==> src/rtl/atok_pkg.sv <==
// shared types and constants of the alphanumeric term tokenizer
package atok_pkg;

  localparam int MaxTermLen = 32;
  localparam int BufDepth   = 32;
  localparam int LimitLen   = (MaxTermLen < BufDepth) ? MaxTermLen : BufDepth;
  localparam int BufAw      = $clog2(BufDepth);
  localparam int MemAw      = BufAw + 1;
  localparam int CntW       = $clog2(BufDepth + 1);
  localparam int CharW      = 7;
  localparam int DescDepth  = 2;
  localparam int DescAw     = $clog2(DescDepth);
  localparam int DescCntW   = $clog2(DescDepth + 1);
  localparam int OutDepth   = 2;
  localparam int OutAw      = $clog2(OutDepth);
  localparam int OutCntW    = $clog2(OutDepth + 1);

  localparam logic [7:0] ChUpperA = 8'h41;
  localparam logic [7:0] ChUpperZ = 8'h5a;
  localparam logic [7:0] ChLowerA = 8'h61;
  localparam logic [7:0] ChLowerZ = 8'h7a;
  localparam logic [7:0] ChDigit0 = 8'h30;
  localparam logic [7:0] ChDigit9 = 8'h39;
  localparam logic [7:0] CaseOffs = 8'h20;

  typedef struct packed {
    logic [7:0] byte_value;
    logic       flush;
  } in_item_t;

  typedef struct packed {
    logic [6:0] term_char;
    logic [4:0] char_position;
    logic [5:0] term_length;
    logic       last_char;
  } out_item_t;

  typedef struct packed {
    logic             en;
    logic [MemAw-1:0] addr;
    logic [CharW-1:0] data;
  } buf_wr_t;

  typedef struct packed {
    logic            valid;
    logic [CntW-1:0] len;
  } desc_push_t;

  typedef struct packed {
    logic            valid;
    logic            full;
    logic [CntW-1:0] len;
  } desc_stat_t;

endpackage

==> src/rtl/atok_front.sv <==
// front end: byte classification, term gathering and term end detection
module atok_front (
  input  logic                clk_i,
  input  logic                rst_ni,
  input  logic                push,
  input  atok_pkg::in_item_t  in_data_i,
  input  atok_pkg::desc_stat_t desc_stat_i,
  output atok_pkg::buf_wr_t   buf_wr_o,
  output atok_pkg::desc_push_t desc_push_o
);

  logic [atok_pkg::CntW-1:0] count_q, count_d, cnt_upd;
  logic                      too_long_q, too_long_d, tl_upd;
  logic                      has_letter_q, has_letter_d, hl_upd;
  logic                      bank_q, bank_d;
  logic [7:0]                b;
  logic                      upper, lower, digit, alnum, accept, term_end, emit;

  always_comb begin
    b        = in_data_i.byte_value;
    upper    = (b >= atok_pkg::ChUpperA) && (b <= atok_pkg::ChUpperZ);
    lower    = (b >= atok_pkg::ChLowerA) && (b <= atok_pkg::ChLowerZ);
    digit    = (b >= atok_pkg::ChDigit0) && (b <= atok_pkg::ChDigit9);
    alnum    = upper || lower || digit;
    accept   = push && !desc_stat_i.full;
    cnt_upd  = count_q;
    tl_upd   = too_long_q;
    hl_upd   = has_letter_q;
    buf_wr_o = '0;
    if (alnum) begin
      hl_upd = has_letter_q || upper || lower;
      if (count_q < atok_pkg::CntW'(atok_pkg::LimitLen)) begin
        buf_wr_o.en   = accept;
        buf_wr_o.addr = {bank_q, count_q[atok_pkg::BufAw-1:0]};
        buf_wr_o.data = upper ? atok_pkg::CharW'(b + atok_pkg::CaseOffs)
                              : b[atok_pkg::CharW-1:0];
        cnt_upd       = count_q + atok_pkg::CntW'(1);
      end else begin
        tl_upd = 1'b1;
      end
    end
    term_end          = !alnum || in_data_i.flush;
    emit              = term_end && (cnt_upd != '0) && !tl_upd && hl_upd;
    desc_push_o.valid = accept && emit;
    desc_push_o.len   = cnt_upd;

    count_d      = count_q;
    too_long_d   = too_long_q;
    has_letter_d = has_letter_q;
    bank_d       = bank_q;
    if (accept) begin
      if (term_end) begin
        count_d      = '0;
        too_long_d   = 1'b0;
        has_letter_d = 1'b0;
        bank_d       = bank_q ^ emit;
      end else begin
        count_d      = cnt_upd;
        too_long_d   = tl_upd;
        has_letter_d = hl_upd;
      end
    end
  end

  always_ff @(posedge clk_i or negedge rst_ni) begin
    if (!rst_ni) begin
      count_q      <= '0;
      too_long_q   <= 1'b0;
      has_letter_q <= 1'b0;
      bank_q       <= 1'b0;
    end else begin
      count_q      <= count_d;
      too_long_q   <= too_long_d;
      has_letter_q <= has_letter_d;
      bank_q       <= bank_d;
    end
  end

endmodule

==> src/rtl/atok_desc_q.sv <==
// two-entry queue of finished term lengths between front and back end
module atok_desc_q (
  input  logic                 clk_i,
  input  logic                 rst_ni,
  input  atok_pkg::desc_push_t desc_push_i,
  input  logic                 desc_pop_i,
  output atok_pkg::desc_stat_t desc_stat_o
);

  logic [atok_pkg::CntW-1:0]     len_q [atok_pkg::DescDepth];
  logic [atok_pkg::DescAw-1:0]   wptr_q, wptr_d, rptr_q, rptr_d;
  logic [atok_pkg::DescCntW-1:0] cnt_q, cnt_d;
  logic                          do_push, do_pop;

  always_comb begin
    do_push = desc_push_i.valid && (cnt_q != atok_pkg::DescCntW'(atok_pkg::DescDepth));
    do_pop  = desc_pop_i && (cnt_q != '0);
    wptr_d  = do_push ? wptr_q + atok_pkg::DescAw'(1) : wptr_q;
    rptr_d  = do_pop ? rptr_q + atok_pkg::DescAw'(1) : rptr_q;
    cnt_d   = cnt_q + atok_pkg::DescCntW'(do_push) - atok_pkg::DescCntW'(do_pop);
    desc_stat_o.valid = (cnt_q != '0);
    desc_stat_o.full  = (cnt_q == atok_pkg::DescCntW'(atok_pkg::DescDepth));
    desc_stat_o.len   = len_q[rptr_q];
  end

  always_ff @(posedge clk_i) begin
    if (do_push) begin
      len_q[wptr_q] <= desc_push_i.len;
    end
  end

  always_ff @(posedge clk_i or negedge rst_ni) begin
    if (!rst_ni) begin
      wptr_q <= '0;
      rptr_q <= '0;
      cnt_q  <= '0;
    end else begin
      wptr_q <= wptr_d;
      rptr_q <= rptr_d;
      cnt_q  <= cnt_d;
    end
  end

endmodule

==> src/rtl/atok_back.sv <==
// back end: double-banked term buffer, character read-out and result queue
module atok_back (
  input  logic                 clk_i,
  input  logic                 rst_ni,
  input  atok_pkg::buf_wr_t    buf_wr_i,
  input  atok_pkg::desc_stat_t desc_stat_i,
  output logic                 desc_pop_o,
  input  logic                 pop,
  output logic                 empty,
  output atok_pkg::out_item_t  out_data_o
);

  logic [atok_pkg::CharW-1:0]   mem_q [2*atok_pkg::BufDepth];
  logic [atok_pkg::BufAw-1:0]   pos_q, pos_d;
  logic                         bank_q, bank_d;
  logic                         rd_v_q, rd_v_d;
  logic [atok_pkg::CharW-1:0]   rd_char_q;
  logic [atok_pkg::BufAw-1:0]   rd_pos_q;
  logic [atok_pkg::CntW-1:0]    rd_len_q;
  logic                         rd_last_q;
  atok_pkg::out_item_t          out_q [atok_pkg::OutDepth];
  logic [atok_pkg::OutAw-1:0]   owptr_q, owptr_d, orptr_q, orptr_d;
  logic [atok_pkg::OutCntW-1:0] ocnt_q, ocnt_d;
  logic [atok_pkg::OutCntW:0]   occ;
  logic                         pop_fire, issue, last_pos;
  atok_pkg::out_item_t          rd_item;

  always_comb begin
    pop_fire   = pop && (ocnt_q != '0);
    occ        = {1'b0, ocnt_q} + (atok_pkg::OutCntW + 1)'(rd_v_q);
    issue      = desc_stat_i.valid &&
                 (occ < (atok_pkg::OutCntW + 1)'(atok_pkg::OutDepth) +
                        (atok_pkg::OutCntW + 1)'(pop_fire));
    last_pos   = (atok_pkg::CntW'(pos_q) + atok_pkg::CntW'(1)) == desc_stat_i.len;
    desc_pop_o = issue && last_pos;
    pos_d      = pos_q;
    bank_d     = bank_q;
    if (issue) begin
      if (last_pos) begin
        pos_d  = '0;
        bank_d = !bank_q;
      end else begin
        pos_d  = pos_q + atok_pkg::BufAw'(1);
      end
    end
    rd_v_d = issue;

    rd_item.term_char     = rd_char_q;
    rd_item.char_position = 5'(rd_pos_q);
    rd_item.term_length   = 6'(rd_len_q);
    rd_item.last_char     = rd_last_q;

    owptr_d = rd_v_q ? owptr_q + atok_pkg::OutAw'(1) : owptr_q;
    orptr_d = pop_fire ? orptr_q + atok_pkg::OutAw'(1) : orptr_q;
    ocnt_d  = ocnt_q + atok_pkg::OutCntW'(rd_v_q) - atok_pkg::OutCntW'(pop_fire);

    empty      = (ocnt_q == '0);
    out_data_o = out_q[orptr_q];
  end

  always_ff @(posedge clk_i) begin
    if (buf_wr_i.en) begin
      mem_q[buf_wr_i.addr] <= buf_wr_i.data;
    end
    if (issue) begin
      rd_char_q <= mem_q[{bank_q, pos_q}];
      rd_pos_q  <= pos_q;
      rd_len_q  <= desc_stat_i.len;
      rd_last_q <= last_pos;
    end
    if (rd_v_q) begin
      out_q[owptr_q] <= rd_item;
    end
  end

  always_ff @(posedge clk_i or negedge rst_ni) begin
    if (!rst_ni) begin
      pos_q   <= '0;
      bank_q  <= 1'b0;
      rd_v_q  <= 1'b0;
      owptr_q <= '0;
      orptr_q <= '0;
      ocnt_q  <= '0;
    end else begin
      pos_q   <= pos_d;
      bank_q  <= bank_d;
      rd_v_q  <= rd_v_d;
      owptr_q <= owptr_d;
      orptr_q <= orptr_d;
      ocnt_q  <= ocnt_d;
    end
  end

  a_ocnt_bound: assert property (@(posedge clk_i) disable iff (!rst_ni)
    ocnt_q <= atok_pkg::OutCntW'(atok_pkg::OutDepth))
    else $error("result queue over capacity");

  a_no_overflow: assert property (@(posedge clk_i) disable iff (!rst_ni)
    rd_v_q |-> (ocnt_q != atok_pkg::OutCntW'(atok_pkg::OutDepth)) || pop_fire)
    else $error("read data arrives with result queue full");

  a_desc_len: assert property (@(posedge clk_i) disable iff (!rst_ni)
    desc_stat_i.valid |-> (desc_stat_i.len != '0) &&
                          (desc_stat_i.len <= atok_pkg::CntW'(atok_pkg::LimitLen)))
    else $error("term length out of range");

  a_pos_in_term: assert property (@(posedge clk_i) disable iff (!rst_ni)
    desc_stat_i.valid |-> atok_pkg::CntW'(pos_q) < desc_stat_i.len)
    else $error("read position past end of term");

endmodule

==> src/rtl/alnum_term_tokenizer.sv <==
// top level of the alphanumeric term tokenizer
//
// input channel: one text byte per transaction with a flush mark, taken when
// push is high and full is low. letters and digits are gathered into a term,
// upper case folded to lower; any other byte or a set flush ends the term.
// result channel: one character per transaction, oldest shown while empty is
// low, taken when pop is high. each carries its position, the term length
// and a mark on the final character. terms that are too long or hold no
// letter are dropped with no result.
// throughput: one byte per cycle in while full is low, one character per
// cycle out while pop keeps up, the out side set by the single read port
// of the term buffer. a term's first character passes the length queue,
// read register and result queue after its terminating byte is taken.
// the term buffer has two banks, so two finished terms may wait; with both
// waiting, full stays high until the older term is read out. a stalled pop
// backs up into the buffer and then into full.
// reset clears all control state and empties both queues; no clearing pass.
module alnum_term_tokenizer (
  input  logic                clk_i,
  input  logic                rst_ni,
  input  logic                push,
  output logic                full,
  input  atok_pkg::in_item_t  in_data_i,
  output logic                empty,
  input  logic                pop,
  output atok_pkg::out_item_t out_data_o
);

  atok_pkg::buf_wr_t    buf_wr;
  atok_pkg::desc_push_t desc_push;
  atok_pkg::desc_stat_t desc_stat;
  logic                 desc_pop;

  assign full = desc_stat.full;

  atok_front u_front (
    .clk_i       (clk_i),
    .rst_ni      (rst_ni),
    .push        (push),
    .in_data_i   (in_data_i),
    .desc_stat_i (desc_stat),
    .buf_wr_o    (buf_wr),
    .desc_push_o (desc_push)
  );

  atok_desc_q u_desc_q (
    .clk_i       (clk_i),
    .rst_ni      (rst_ni),
    .desc_push_i (desc_push),
    .desc_pop_i  (desc_pop),
    .desc_stat_o (desc_stat)
  );

  atok_back u_back (
    .clk_i       (clk_i),
    .rst_ni      (rst_ni),
    .buf_wr_i    (buf_wr),
    .desc_stat_i (desc_stat),
    .desc_pop_o  (desc_pop),
    .pop         (pop),
    .empty       (empty),
    .out_data_o  (out_data_o)
  );

endmodule
==> config.mk <==
export PLATFORM = sky130hd
export DESIGN_NAME = alnum_term_tokenizer
export DESIGN_NICKNAME = d
export VERILOG_FILES = /design/src/rtl/atok_pkg.sv /design/src/rtl/atok_front.sv /design/src/rtl/atok_desc_q.sv /design/src/rtl/atok_back.sv /design/src/rtl/alnum_term_tokenizer.sv
export SDC_FILE = /design/constraint.sdc
export NUM_CORES = 1
export LEC_CHECK = 0
export BUFFER_PORTS_ARGS = -buffer_cell sky130_fd_sc_hd__buf_2
export CAP_MARGIN = 20
export CORE_MARGIN = 4
export CORE_UTILIZATION = 56
export DETAILED_ROUTE_END_ITERATION = 16
export PLACE_DENSITY = 0.86
export SLEW_MARGIN = 25
export SYNTH_ARGS = -nofsm -noshare
export SYNTH_HDL_FRONTEND = slang
export SYNTH_SLANG_ARGS = --single-unit
==> constraint.sdc <==
create_clock -name clk_i -period 3.9 [get_ports clk_i]
set_input_delay 0.39 -clock clk_i [delete_from_list [all_inputs] [get_ports clk_i]]
set_output_delay 0.39 -clock clk_i [all_outputs]
set_load 0.05 [all_outputs]
==> flow_metrics.env <==
export IMPL_status="finished clean"
export IMPL_grt_total_usage_pct=22.8
export IMPL_core_rowCount=71
export IMPL_final_nets=1301
export IMPL_grt_busiest_layer="met2"
export IMPL_synth_top_family_by_area="multiplexers"
export IMPL_cts_tree="built"
export IMPL_cp_start_kind="flip-flop"
export IMPL_instances_no_fill=1831
export IMPL_synth_edf_count=517
export IMPL_post_dp_hpwl_um=28300
export IMPL_drc_errors=0
export IMPL_synth_main_ff_cell="edfxtp_1"
export IMPL_wirelength_um=46900
export IMPL_cap_violations=0
export IMPL_grt_max_degree=73
export IMPL_critPathSlowestCell="dfrtp_2"
export IMPL_required_ps=4220
export IMPL_power_leakage_nw=8.04
export IMPL_final_core_util_pct=64.1
export IMPL_slew_headroom_pct=44.1
export IMPL_netlist_area_um2=21700
export IMPL_syn_nets=1251
export IMPL_portBuffers=33
export IMPL_p_comb_share_pct=28.5
export IMPL_power_density_nw_per_um2=710
export IMPL_yosys_warnings=0
export IMPL_final_hold_viol_count=0
export IMPL_vias=11702
export IMPL_clock_latency_ps=580
export IMPL_grt_antenna_before_repair=0
export IMPL_yosys_cell_types_count=45
export IMPL_switching_power_mw=5.53
export IMPL_finalClockSkew_ps=27.5
export IMPL_syn_inst=1227
export IMPL_ys_ff_latch=541
export IMPL_period_needed_ps=3030
export IMPL_fin_crit_sh_pct=77.8
export IMPL_overflow=0
export IMPL_p_int_mw=11.7
export IMPL_hp_class="input port to flip-flop"
export IMPL_ant_nets=0
export IMPL_grtUsageMet1_pct=30.9
export IMPL_wire_per_inst_um=25.6
export IMPL_synth_compound_area_share_pct=5.16
export IMPL_cts_buffers=51
export IMPL_clockRootBuffer="clkbuf_16"
export IMPL_regToRegStartpoint="u_back.pos_q[1]"
export IMPL_tightest_slew_ps=838
export IMPL_synth_xor_area_share_pct=0.998
export IMPL_p_seq_share_pct=42.2
export IMPL_dr_pass1_iters=6
export IMPL_cts_htree_levels=2
export IMPL_crit_start="u_back.pos_q[1]"
export IMPL_synth_area_per_cell_um2=17.7
export IMPL_cp_arrival_ps=3350
export IMPL_drv_slew=0
export IMPL_die_height_um=205
export IMPL_gp_congestion=0.822
export IMPL_timing_fmax_ghz=0.330
export IMPL_ioPinCount=34
export IMPL_yosysSeqAreaShare_pct=74.3
export IMPL_setup_violations=0
export IMPL_tns_ps=0
export IMPL_diodes=0
export IMPL_slowest_delay_ps=640
export IMPL_use_met3_pct=4.13
export IMPL_die_x_um=205
export IMPL_synthToLayoutAreaGrowth_pct=12.0
export IMPL_cts_sinks=541
export IMPL_rsz0062_at_grt="no"
export IMPL_worstSetupPathType="flip-flop to flip-flop"
export IMPL_clkPwrFrac_pct=29.3
export IMPL_yosys_area_share_simple_pct=3.92
export IMPL_swShare_pct=32.1
export IMPL_drive_gt1_share_pct=21.5
export IMPL_post_synth_mux_area_share_pct=13.4
export IMPL_worstPathMaxFanout=24
export IMPL_die_area_um2=42000
export IMPL_hp_start="in_data_i[0]"
export IMPL_vias_per_cell=6.39
export IMPL_async_flop_share_pct=4.44
export IMPL_grtUsageMet2_pct=37.6
export IMPL_worst_ir_drop_vdd_v=0.000635
export IMPL_placedCellCount=1734
export IMPL_grt_pass1_vias=11853
export IMPL_cts_max_path_buffers=3
export IMPL_path_cells="nand2b_1, buf_4, o221ai_1, o22ai_1, a21oi_1, mux4_2"
export IMPL_synthAdderAreaFrac_pct=0.634
export IMPL_grt_first_pass_wirelength_um=72600
export IMPL_path_clk_slew_ps=70
export IMPL_drtIter0Drc=1582
export IMPL_cp_end_kind="flip-flop"
export IMPL_core_um2=37900
export IMPL_initial_core_util_pct=57.2
==> worst max-delay path, delay by kind of cell (launching register included) <==
kind	cells	cell delay, ps
flops	1	640
simple gates	1	620
compound gates	3	630
buf+inv	1	400
mux	1	480
==> state kept, by name (all words and copies together), names as in the netlist, 2 cells and up <==
register	flops
u_back.rd_pos_q	5
u_back.pos_q	5
u_front.count_q	6
u_back.rd_char_q	7
u_back.mem_q	448
u_back.rd_len_q	6
u_back.out_q	38
u_desc_q.len_q	12
u_desc_q.cnt_q	2
u_back.ocnt_q	2
==> timing repair <==
action,in CTS,in global routing
endpoints found under the hold margin,24,0
hold buffers,1,0
setup buffers,0,0
resized for setup,0,0
==> final cells by class <==
| type | instances | area (µm²) |
|---|---|---|
| Multi-Input combinational cell | 602 | 5250 |
| Clock inverter | 40 | 433 |
| Fill cell | 2479 | 13600 |
| Sequential cell | 541 | 16100 |
| Timing Repair Buffer | 66 | 503 |
| Tap cell | 511 | 639 |
| Clock buffer | 56 | 1290 |
| Inverter | 15 | 56.3 |
==> path summary, 6_finish.rpt <==
path	endpoint	slack (ps)	cells past startpoint
max in group asynchronous	u_back.pos_q[0]	3120	2
setup reg to reg	u_back.rd_char_q[2]	870	6
setup / recovery	u_back.rd_char_q[2]	870	6
min in group asynchronous	u_back.orptr_q	350	2
hold / removal	u_front.count_q[4]	120	2
hold reg to reg	u_back.out_q[0][11]	450	0
==> power by group through the flow <==
| stage | clock (mW) | combinational, mW | sequential (mW) |
|---|---|---|---|
| CTS | 5.09 | 4.89 | 7.27 |
| finish | 5.05 | 4.92 | 7.28 |
| global route | 5.34 | 5.23 | 7.32 |
| detailed placement | 0 | 4.81 | 7.39 |
| floorplan | 0 | 3.66 | 7.15 |
| global placement | 0 | 4.69 | 7.36 |
==> metrics by stage <==
stage	total power, mW	cell area, µm²	hold slack [ps]	worst slack (ps)
floorplan	10.8	21700	94.4	608
global placement	12.1	22600	416	777
detailed placement	12.2	22600	421	657
CTS	17.3	24300	93.9	901
global route	17.9	24300	98.0	689
finish	17.2	24300	115	867
==> layout by cell type, fill, tap and decap left out, types with 15 or more instances in the layout <==
| master | count |
|---|---|
| a21oi_1 | 63 |
| xnor2_1 | 15 |
| mux2i_1 | 86 |
| buf_2 | 33 |
| mux2_2 | 55 |
| mux4_2 | 63 |
| o22ai_1 | 28 |
| dfrtp_1 | 21 |
| o221ai_1 | 28 |
| nand2_1 | 57 |
| clkbuf_16 | 51 |
| buf_4 | 25 |
| edfxtp_1 | 517 |
| nor2_1 | 78 |
| inv_1 | 15 |
| o21ai_0 | 40 |
==> synth_stat cells (all sizes together) (24+ instances only) <==
| cell | number | area (µm²) |
|---|---|---|
| edfxtp | 517 | 15500 |
| mux2i | 86 | 861 |
| nor2 | 78 | 293 |
| a21oi | 63 | 315 |
| mux4 | 63 | 1420 |
| nand2 | 57 | 214 |
| mux2 | 55 | 619 |
| clkbuf | 44 | 165 |
| o21ai | 40 | 200 |
| o221ai | 29 | 260 |
| o22ai | 28 | 175 |
| buf | 25 | 125 |
| dfrtp | 24 | 601 |
==> cells by family (layout without fill, tap and decap cells) <==
group / after synthesis / after routing
flops: 541 / 541
mux: 204 / 204
simple gates: 190 / 190
compound gates: 174 / 174
buf+inv: 84 / 177
xor+xnor: 23 / 23
fa+ha+maj: 11 / 11
==> metal layers <==
layer	up-vias	part of all wire (%)	wire length, µm
met5	-	0	0
met4	0	4.0	1890
met3	147	9.8	4610
met2	760	49	23100
met1	5845	37	17300
li1	4950	-	-
No activity file was read; power rests on OpenSTA's default activity.
